$ cat src/skbp_pkg.sv
`timescale 1ns / 1ps

package skbp_pkg;

	localparam int RES_W      = 34;
	localparam int TOT_W      = 37;
	localparam int SEQ_W      = 32;
	localparam int FRAME_W    = 32;
	localparam int TAG_W      = 8;
	localparam int OC_W       = 4;
	localparam int CMD_W      = 2;
	localparam int CFG_IDX_W  = 2;
	localparam int CFG_DATA_W = 16;
	localparam int REUSE_W    = 9;
	localparam int ALLOC_W    = 11;
	localparam int IDLE_W     = 16;

	localparam logic [REUSE_W-1:0] REUSE_RST = 9'd256;
	localparam logic [ALLOC_W-1:0] ALLOC_RST = 11'd256;
	localparam logic [IDLE_W-1:0]  IDLE_RST  = 16'd0;

	typedef enum logic [CMD_W-1:0] {
		CMD_REQUEST = 2'd0,
		CMD_RETURN  = 2'd1,
		CMD_PROVIDE = 2'd2,
		CMD_COLLECT = 2'd3
	} cmd_t;

	typedef enum logic [OC_W-1:0] {
		OC_EMPTY_GRANT = 4'd0,
		OC_POOL_GRANT  = 4'd1,
		OC_QUEUED      = 4'd2,
		OC_QUEUE_FULL  = 4'd3,
		OC_TO_WAITER   = 4'd4,
		OC_PARKED      = 4'd5,
		OC_POOL_FULL   = 4'd6,
		OC_ALLOCATE    = 4'd7,
		OC_EVICTED     = 4'd8,
		OC_DONE        = 4'd9
	} outcome_t;

	typedef enum logic [CFG_IDX_W-1:0] {
		CFG_REUSE = 2'd0,
		CFG_ALLOC = 2'd1,
		CFG_IDLE  = 2'd2
	} cfg_idx_t;

	typedef struct packed {
		logic load;
		logic clear;
		logic step;
		logic eval;
		logic decide;
		logic emit;
	} dp_cmd_t;

	typedef struct packed {
		logic imm;
		logic scan_last;
		logic more;
		logic out_free;
	} dp_sts_t;

endpackage

$ cat src/skbp_ctrl.sv
`timescale 1ns / 1ps

module skbp_ctrl (
	input  logic                clk,
	input  logic                arst_n,
	input  logic                req_valid,
	output logic                req_ready,
	input  skbp_pkg::dp_sts_t   sts,
	output skbp_pkg::dp_cmd_t   cmd
);

	typedef enum logic [5:0] {
		S_IDLE   = 6'b000001,
		S_SCAN   = 6'b000010,
		S_TAIL   = 6'b000100,
		S_EVAL   = 6'b001000,
		S_DECIDE = 6'b010000,
		S_EMIT   = 6'b100000
	} state_t;

	state_t state_q, state_d;

	always_comb begin
		state_d = state_q;
		cmd     = '0;
		unique case (state_q)
			S_IDLE: begin
				if (req_valid) begin
					cmd.load = 1'b1;
					state_d  = sts.imm ? S_EMIT : S_SCAN;
				end
			end
			S_SCAN: begin
				cmd.step = 1'b1;
				if (sts.scan_last) state_d = S_TAIL;
			end
			S_TAIL: state_d = S_EVAL;
			S_EVAL: begin
				cmd.eval = 1'b1;
				state_d  = S_DECIDE;
			end
			S_DECIDE: begin
				cmd.decide = 1'b1;
				state_d    = S_EMIT;
			end
			S_EMIT: begin
				if (sts.out_free) begin
					cmd.emit = 1'b1;
					if (sts.more) begin
						cmd.clear = 1'b1;
						state_d   = S_SCAN;
					end else begin
						state_d = S_IDLE;
					end
				end
			end
			default: state_d = S_IDLE;
		endcase
	end

	assign req_ready = (state_q == S_IDLE);

	always_ff @(posedge clk or negedge arst_n) begin
		if (!arst_n) begin
			state_q <= S_IDLE;
		end else begin
			state_q <= state_d;
		end
	end

endmodule

$ cat config.mk
export PLATFORM = sky130hd
export DESIGN_NAME = skbp_ctrl
export DESIGN_NICKNAME = d
export VERILOG_FILES = /design/src/skbp_pkg.sv /design/src/skbp_ctrl.sv
export SDC_FILE = /design/constraint.sdc
export NUM_CORES = 1
export LEC_CHECK = 0
export BUFFER_PORTS_ARGS = -buffer_cell sky130_fd_sc_hd__buf_2
export CAP_MARGIN = 10
export CORE_AREA = 2 2 39 41
export CTS_CLUSTER_SIZE = 14
export DETAILED_ROUTE_END_ITERATION = 6
export DIE_AREA = 0 0 41 43
export SLEW_MARGIN = 20
export SYNTH_ARGS = -nofsm -noshare
export SYNTH_HDL_FRONTEND = slang
export SYNTH_SLANG_ARGS = --single-unit
$ cat constraint.sdc
create_clock -name clk -period 2.6 [get_ports clk]
set_input_delay 0.78 -clock clk [delete_from_list [all_inputs] [get_ports clk]]
set_output_delay 0.78 -clock clk [all_outputs]
set_load 0.01 [all_outputs]
; Yosys cells after proc, flatten, opt, wreduce, memory -nomap -nowiden
; Cells that the tools add are included.
; W data, S select, Z words.
[word_totals]
elab_cells = 27
reg_bits = 6
out_inout_bits = 7
input_bits = 7
latchBits = 0
memories = 0
rom_bits = 0
ramBits = 0
[op_classes]
div_mod_pow = 0
n_addsub = 0
n_mul = 0
bitwise = 0
shifts = 0
n_lt_le_gt_ge = 0
n_reduce_logical = 1
eq_ne = 9
muxes = 16
[op_table]
columns = op, count
row1 = $pmux W6 S6, 1
row2 = $mux W6, 4
row3 = $mux W1, 10
row4 = $eq A6 B1 Y1 const B, 1
row5 = $eq A6 B2 Y1 const B, 1
row6 = $eq A6 B3 Y1 const B, 1
row7 = $eq A6 B4 Y1 const B, 1
row8 = $eq A6 B5 Y1 const B, 1
row9 = $eq A6 B6 Y1 const B, 1
row10 = $ne A2 B2 Y1 const B, 3
row11 = $reduce_and A3 Y1, 1
row12 = $mux W2, 1

; Logic depth before layout (Yosys ltp)
; Gate-level depths: netlist (run 1).
[logic_depth]
depth_word = 3
mapped_depth = 5
ltp_nobuf = 5

; Least setup slack after synthesis (run 1)
; No wires, ideal clock.
[synth_timing]
path_kind = register to output
from = register state_q[5]
to = output cmd[5] (netlist bit)
arrival_ns = 1.131
n_path_buf = 0
path_stages_with_launch = 5
slack_ns = 0.689
required_time_ns = 1.820
path_cell_list = dfrtp_1 -> nor4_2 -> nand3b_2 -> clkinv_2 -> and2_2
[synth_lines]
columns = element, line
row1 = from (decl), skbp_ctrl.sv:21  ; state_t state_q, state_d;
row2 = from (signal assigned), skbp_ctrl.sv:67  ; state_q <= state_d;
row3 = to (decl), skbp_ctrl.sv:9  ; output skbp_pkg::dp_cmd_t cmd

==> flow_metrics.tcl, run 1 <==
set metrics [dict create \
    worst-path-buf-inv 2 \
    setup_tns_ns 0 \
    cellPowerDensity_nw_per_um2 935 \
    numCtsBuffers 3 \
    fin_skew_ns 0.00639 \
    cts_setup_buffers 0 \
    synth_mux_area_share_pct 0 \
    synth_cell_type_count 22 \
    synth_xor_area_share_pct 2.38 \
    worstHoldPathType "in2async" \
    crit_family "simple AND/OR/NAND/NOR gates" \
    synth_top_area_share_pct 34.0 \
    syn_inst 38 \
    status "finished clean" \
    fp.coreArea_um2 1380 \
    die_y_um 43 \
    criticalPathCategory "reg2out" \
    clk_pin_slew_ns 0.05 \
    worst_setup_path_end_kind "output port" \
    cp_slowest_cell "dfrtp_1" \
    first_global_vias 347 \
    drt-pass1-iter-count 4 \
    cts_root_buffer "clkbuf_4" \
    layout_commonest_cell "buf_2" \
    rsz0062_at_grt "false" \
    cts_buffer_depth 2 \
    worstPathArrival_ns 1.50 \
    floorplan.initialDensity_pct 26.6 \
    max_freq_mhz 439 \
    gp_congestion 0.776 \
    synthesis.area_um2 368 \
    synth_area_per_cell_um2 9.68 \
    port_buffers 13 \
    place_ws_ns 0.563 \
    synth_fa_ha_area_share_pct 0 \
    overflow 0 \
    startpoint_type "flip-flop" \
    route.detailed.drc 0 \
    drive_gt1_share_pct 45.5 \
    syn-num-nets 45 \
    slew_headroom_pct 80.2 \
    hold_buffers 0 \
    fp.dieW_um 41 \
    antenna_found_initial 0 \
    worstPathMaxFanout 5 \
    slowest_delay_ns 0.42 \
    top_regs "state_q (6)" \
    routed_wl_um 802 \
    clock_latency_ns 0.24 \
    ys_seq_area_share_pct 41.2 \
    finalCritPeriodShare_pct 87.6 \
    max_cap_viol_count 0 \
    ys_ff_latch 6 \
    drtIter0Drc 9 \
    dp_hpwl_um 652 \
    required_ns 1.82 \
    synth-compound-area-share_pct 18.0 \
    leakage_nw 0.242 \
    layout_setup_ws_ns 0.323 \
    ys_warn_count 0 \
    cts_tree "done" \
    synth_top_cell_by_area "dfrtp_1" \
    regMostFlops "state_q" \
    most-common-layout-cells "buf_2 (13), nor2_1 (7), dfrtp_1 (5)" \
    htreeDepth 1 \
    vias 347 \
    synth-simple-area-share_pct 35.0 \
    final-setup-viol-count 0 \
    ctsResizeCount 0 \
    ys_top_cells_by_area "dfrtp_1 (34%), dfstp_2 (7.1%), nor2_1 (7.1%)" \
    area_delta_synth_final_pct 30.3 \
    viasPerCell 4.89 \
    cts.sinks 6 \
    ant_nets 0 \
    globalRouteTotalUtil_pct 12.4 \
    maxSlewViolCount 0 \
    grt_pass1_wl_um 1420 \
    synth_top_family_by_area "simple AND/OR/NAND/NOR gates" \
    vdd_ir_drop_max_uv 327 \
    hold_viol 0 \
    crit_chain "nor4_2, nand3b_2, clkinv_2, and2_2, buf_2" \
    post-route-min-period_ns 2.28 \
    final_nets 63 \
    grt_max_degree 8 \
    diodes 0 \
    rows 14 \
    largest_reg_flops 6 \
    boundaryPins 14 \
    post_drt_wl_per_cell_um 11.3 \
    worstMarginPinSlew_ns 0.294 \
    die_area_um2 1760 \
]
## power breakdown
group / total, mW / internal, mW / switching [mW]
combinational: 0.200 / 0.0964 / 0.103
clock: 0.0916 / 0.0581 / 0.0335
sequential: 0.157 / 0.121 / 0.0353
## Yosys cell counts (all sizes together)
cell type  n
nand4b     1
o32ai      2
nor2       7
dfrtp      5
inv        2
nand3b     4
and4b      1
dfstp      1
nor4       1
a311oi     1
nand2      2
a21o       1
xor2       1
nor3       3
a21oi      1
and2       2
clkinv     1
o22ai      1
o22a       1
## worst reg2reg max path: cells and delay by family (launching register included)
| family | cells | cell delay (ns) |
|---|---|---|
| AO/OA/AOI/OAI | 2 | 0.27 |
| flip-flops | 1 | 0.42 |
| buffers and inverters | 1 | 0.09 |
| AND/OR/NAND/NOR | 2 | 0.50 |
## stage by stage
step                cell area (µm²)  total power [mW]  util (%)  hold WS [ns]  std cells
finish                          479             0.448      34.6         0.347         71
detailed placement              453             0.359      32.7         0.562         67
global placement                453             0.359      32.7         0.571         67
CTS                             479             0.458      34.6         0.338         71
global route                    479             0.494      34.6         0.332         71
floorplan                       368             0.301         -         0.484         38
## metal layers
| metal | wire [µm] | track usage, % |
|---|---|---|
| met2 | 380 | 15.3 |
| met4 | 0 | 9.33 |
| met1 | 370 | 15.4 |
| met5 | 0 | 0 |
| met3 | 52 | 6.81 |
## worst paths after layout
check,slack [ns],depth (start not counted),to,from
max,0.32,5,cmd[5],state_q[5]
min,0.35,1,state_q[3],arst_n
max reg2reg,1.22,5,state_q[5],state_q[5]
min in group clk,0.56,1,state_q[4],state_q[1]
min reg2reg,0.56,1,state_q[4],state_q[1]
max in group asynchronous,2.03,1,state_q[0],arst_n
## cell families after synthesis
| group | after synthesis |
|---|---|
| simple gates | 21 |
| compound gates | 7 |
| xor+xnor | 1 |
| flops | 6 |
| buf+inv | 3 |
## layout make-up
class / instances / area, µm²
timing repair buffer: 13 / 65.1
multi-input combinational: 29 / 204
clock buffer: 4 / 26.3
sequential: 6 / 151
inverter: 3 / 12.5
fill: 151 / 905
tap: 16 / 20.0
No activity file was read; power rests on OpenSTA's default activity.
==> run 2: changes to the inputs <==
Settings changed: RECOVER_POWER set to 25.
Clock period 2.6 ns to 2.55 ns, I/O delays scaled along.
==> run 2 against run 1 <==
Setup slack got worse by 0.035 ns; utilization down 0.090 points; clock power up 2%; final cell count unchanged; sequential power hardly changed; routed wire length down 0.62%; combinational power barely moved; critical path depth stayed put; sequential share of layout area up 0.083 points; power is 1.9% higher; count of clock-buffer cells in the layout unchanged; largest power group unchanged; highest routed layer unchanged.
==> flow_metrics.tcl, run 2 (same netlist as run 1, synthesis figures left out) <==
set metrics [dict create \
    fin_skew_ns 0.00639 \
    globalRouteTotalUtil_pct 12.4 \
    rsz0062_at_grt "false" \
    post-route-min-period_ns 2.26 \
    final_nets 63 \
    overflow 0 \
    cts_buffer_depth 2 \
    cts_tree "done" \
    drtIter0Drc 9 \
    drt-pass1-iter-count 4 \
    rows 14 \
    cellPowerDensity_nw_per_um2 955 \
    cts_root_buffer "clkbuf_4" \
    setup_tns_ns 0 \
    worstReg2RegStart "state_q[5]" \
    die_y_um 43 \
    gp_congestion 0.776 \
    worst-path-buf-inv 2 \
    required_ns 1.79 \
    largest_reg_flops 6 \
    clk_pin_slew_ns 0.05 \
    final-setup-viol-count 0 \
    vdd_ir_drop_max_uv 334 \
    r2r-end "state_q[5]" \
    floorplan.initialDensity_pct 26.6 \
    fp.coreArea_um2 1380 \
    viasPerCell 4.92 \
    diodes 0 \
    r2r_slack_ns 1.17 \
    cp_slowest_cell "dfrtp_1" \
    vias 349 \
    worst_setup_path_end_kind "output port" \
    design_area_um2 478 \
    cts_setup_buffers 0 \
    rr_worst_depth 5 \
    antenna_found_initial 0 \
    port_buffers 13 \
    grt_pass1_wl_um 1420 \
    boundaryPins 14 \
    crit_chain "nor4_2, nand3b_2, clkinv_2, and2_2, buf_2" \
    startpoint_type "flip-flop" \
    post_drt_wl_per_cell_um 11.2 \
    area_delta_synth_final_pct 29.9 \
    crit_family "simple AND/OR/NAND/NOR gates" \
    max_cap_viol_count 0 \
    numCtsBuffers 3 \
    layout_commonest_cell "buf_2" \
    ctsResizeCount 0 \
    status "finished clean" \
    routed_wl_um 797 \
    max_freq_mhz 442 \
    maxSlewViolCount 0 \
    first_global_vias 347 \
    slew_headroom_pct 79.1 \
    ant_nets 0 \
    finalCritPeriodShare_pct 88.7 \
    htreeDepth 1 \
    worstPathArrival_ns 1.50 \
    dp_hpwl_um 652 \
    leakage_nw 0.240 \
    fp.dieW_um 41 \
    die_area_um2 1760 \
    whs_ns 0.379 \
    worstHoldPathType "in2async" \
    placed_area_um2 453 \
    most-common-layout-cells "buf_2 (12), nor2_1 (7), dfrtp_1 (5)" \
    grt_max_degree 8 \
    route.detailed.drc 0 \
    cts.sinks 6 \
    top_regs "state_q (6)" \
    slowest_delay_ns 0.42 \
    worstPathMaxFanout 5 \
    regMostFlops "state_q" \
    criticalPathCategory "reg2out" \
    hold_viol 0 \
    clock_latency_ns 0.24 \
    hold_buffers 0 \
    worstMarginPinSlew_ns 0.314 \
    drive_gt1_share_pct 43.6 \
]
[run 2: changes by cell type in the layout (fill, tap and decap cells not counted)]
cell / delta
clkbuf_1: +1
buf_2: -1
[run 2: report_power, final]
group | total [mW] | switching [mW] | leakage [nW] | internal [mW]
Combinational | 0.203 | 0.105 | 0.146 | 0.0980
Clock | 0.0934 | 0.0342 | 0.0150 | 0.0593
Sequential | 0.160 | 0.0360 | 0.0787 | 0.124
Total | 0.456 | 0.175 | 0.240 | 0.281
[run 2: area by class of cell]
type,count,area [µm²]
Sequential cell,6,151
Clock buffer,4,26.3
Inverter,3,12.5
Multi-Input combinational cell,29,204
Fill cell,151,906
Tap cell,16,20.0
Timing Repair Buffer,13,63.8
[run 2: worst max path at each step]
stage | end | startpoint | depth (start not counted)
2_1_floorplan | cmd[5] | state_q[5] | 4
3_3_place_gp | cmd[5] | state_q[5] | 5
3_5_place_dp | cmd[5] | state_q[5] | 5
4_1_cts | cmd[5] | state_q[5] | 5
5_1_grt | cmd[5] | state_q[5] | 5
6_report | cmd[5] | state_q[5] | 5
[run 2: through the flow]
step / worst slack, ns / cells / power (mW) / util [%]
floorplan: 0.654 / 38 / 0.307 / -
global placement: 0.544 / 67 / 0.366 / 32.7
detailed placement: 0.528 / 67 / 0.366 / 32.7
CTS: 0.257 / 71 / 0.467 / 34.6
global route: 0.124 / 71 / 0.504 / 34.5
finish: 0.288 / 71 / 0.456 / 34.5
[run 2: layer usage]
| metal | up-vias | track usage [%] | part of all wire [%] |
|---|---|---|---|
| met2 | 12 | 15.3 | 48 |
| met5 | - | 0 | 0 |
| met3 | 0 | 6.81 | 6.4 |
| met1 | 161 | 15.4 | 46 |
| met4 | 0 | 9.33 | 0 |
| li1 | 176 | - | - |
==> run 3: changes to the inputs <==
Settings changed: CELL_PAD_IN_SITES_DETAIL_PLACEMENT set to 0, CELL_PAD_IN_SITES_GLOBAL_PLACEMENT set to 1, PLACE_DENSITY_LB_ADDON set to 0.1.
==> run 3 against run 2 <==
Power up 0.24%; clock power grew 1%; maximum frequency shrank 0.79%; flip-flop and latch count unchanged; worst hold slack lost 0.012 ns; clock skew rose by 0.0020 ns; sequential share of layout area unchanged; setup slack worse by 0.018 ns; critical path depth did not move; count of clock-buffer cells in the layout stayed put; non-clock buffer count unchanged.
==> flow_metrics.tcl, run 3 (same netlist as run 1, synthesis figures left out) <==
set metrics [dict create \
    status "finished clean" \
    boundaryPins 14 \
    most-common-layout-cells "buf_2 (12), nor2_1 (7), dfrtp_1 (5)" \
    viasPerCell 4.87 \
    overflow 0 \
    multiInputGateArea_um2 204 \
    floorplan.initialDensity_pct 26.6 \
    routed_wl_um 855 \
    grt_max_degree 8 \
    max_cap_viol_count 0 \
    cts_root_buffer "clkbuf_4" \
    antenna_found_initial 0 \
    fill_cells 155 \
    final_core_utilization_pct 34.5 \
    vdd_ir_drop_max_uv 449 \
    ant_nets 0 \
    rsz0062_at_grt "false" \
    final_nets 63 \
    vias 346 \
    required_ns 1.79 \
    r2r_slack_ns 1.16 \
    ctsResizeCount 0 \
    port_buffers 13 \
    worstPathArrival_ns 1.52 \
    post-route-min-period_ns 2.28 \
    clock_latency_ns 0.25 \
    fin_skew_ns 0.00843 \
    hold_viol 0 \
    criticalPathCategory "reg2out" \
    dp_hpwl_um 705 \
    slew_headroom_pct 80.4 \
    cellPowerDensity_nw_per_um2 957 \
    max_freq_mhz 439 \
    numCtsBuffers 3 \
    finalCritPeriodShare_pct 89.4 \
    r2r-end "state_q[5]" \
    die_area_um2 1760 \
    startpoint_type "flip-flop" \
    worstPathMaxFanout 5 \
    worst_setup_path_end_kind "output port" \
    htreeDepth 1 \
    cts_buffer_depth 2 \
    worstReg2RegStart "state_q[5]" \
    fp.coreArea_um2 1380 \
    diodes 0 \
    route.detailed.drc 0 \
    cts.sinks 6 \
    design_area_um2 478 \
    whs_ns 0.367 \
    rows 14 \
    die_y_um 43 \
    first_global_vias 358 \
    layout_commonest_cell "buf_2" \
    grt_pass1_wl_um 1410 \
    cts_setup_buffers 0 \
    post_drt_wl_per_cell_um 12.0 \
    clk_pin_slew_ns 0.05 \
    drt-pass1-iter-count 2 \
    gp_congestion 0.709 \
    seqCellArea_um2 151 \
    maxSlewViolCount 0 \
    worstMarginPinSlew_ns 0.292 \
    rr_worst_depth 4 \
    worstHoldPathType "in2async" \
    setup_tns_ns 0 \
    drtIter0Drc 1 \
    largest_reg_flops 6 \
    leakage_nw 0.240 \
    top_regs "state_q (6)" \
    globalRouteTotalUtil_pct 12.7 \
    hold_buffers 0 \
    drive_gt1_share_pct 43.6 \
    area_delta_synth_final_pct 29.9 \
    regMostFlops "state_q" \
    cts_tree "done" \
    fp.dieW_um 41 \
    placed_area_um2 453 \
    final-setup-viol-count 0 \
]
run 3: cell counts in the layout (fill, tap and decap cells not counted):
Identical to the previous run, type by type.
run 3: cell type report:
cell class              count  share of cell area [%]
multi-input cells          29                    42.7
flip-flops and latches      6                    31.7
repair buffers             13                    13.4
clock buffers               4                    5.50
well taps                  16                    4.19
inverters                   3                    2.62
run 3: how the worst max path moves through the flow:
stage / startpoint / to / slack [ns]
after global placement: state_q[5] / cmd[5] / 0.51
after global routing: state_q[5] / cmd[5] / 0.13
after CTS: state_q[5] / cmd[5] / 0.25
after floorplan: state_q[5] / cmd[5] / 0.65
after detailed placement: state_q[5] / cmd[5] / 0.51
final: state_q[5] / cmd[5] / 0.27
run 3: metrics by stage:
step	total power, mW	setup slack, ns	cells
floorplan	0.307	0.654	38
global placement	0.369	0.512	67
detailed placement	0.368	0.510	67
CTS	0.465	0.248	71
global route	0.496	0.133	71
finish	0.458	0.270	71
run 3: worst max-delay path, cell delays in order (launching register included):
cell and delay [ns]:
dfrtp_1 0.43, nor4_2 0.36, nand3b_2 0.15, clkinv_2 0.09
and2_2 0.13, buf_2 0.12
run 3: where the power goes:
group          total, mW  leakage (nW)  internal, mW  switching [mW]
Combinational      0.202         0.146        0.0980           0.104
Clock             0.0943        0.0150        0.0593          0.0350
Sequential         0.161        0.0787         0.124          0.0372
Total              0.458         0.240         0.281           0.176
run 3: per-layer routing:
layer  GRT usage [%]  up-vias  wire length (µm)
li1                -      174                 -
met1            12.6      159               320
met2            20.6       11               466
met3            4.71        2                53
met4            8.00        0                14
met5               0        -                 0
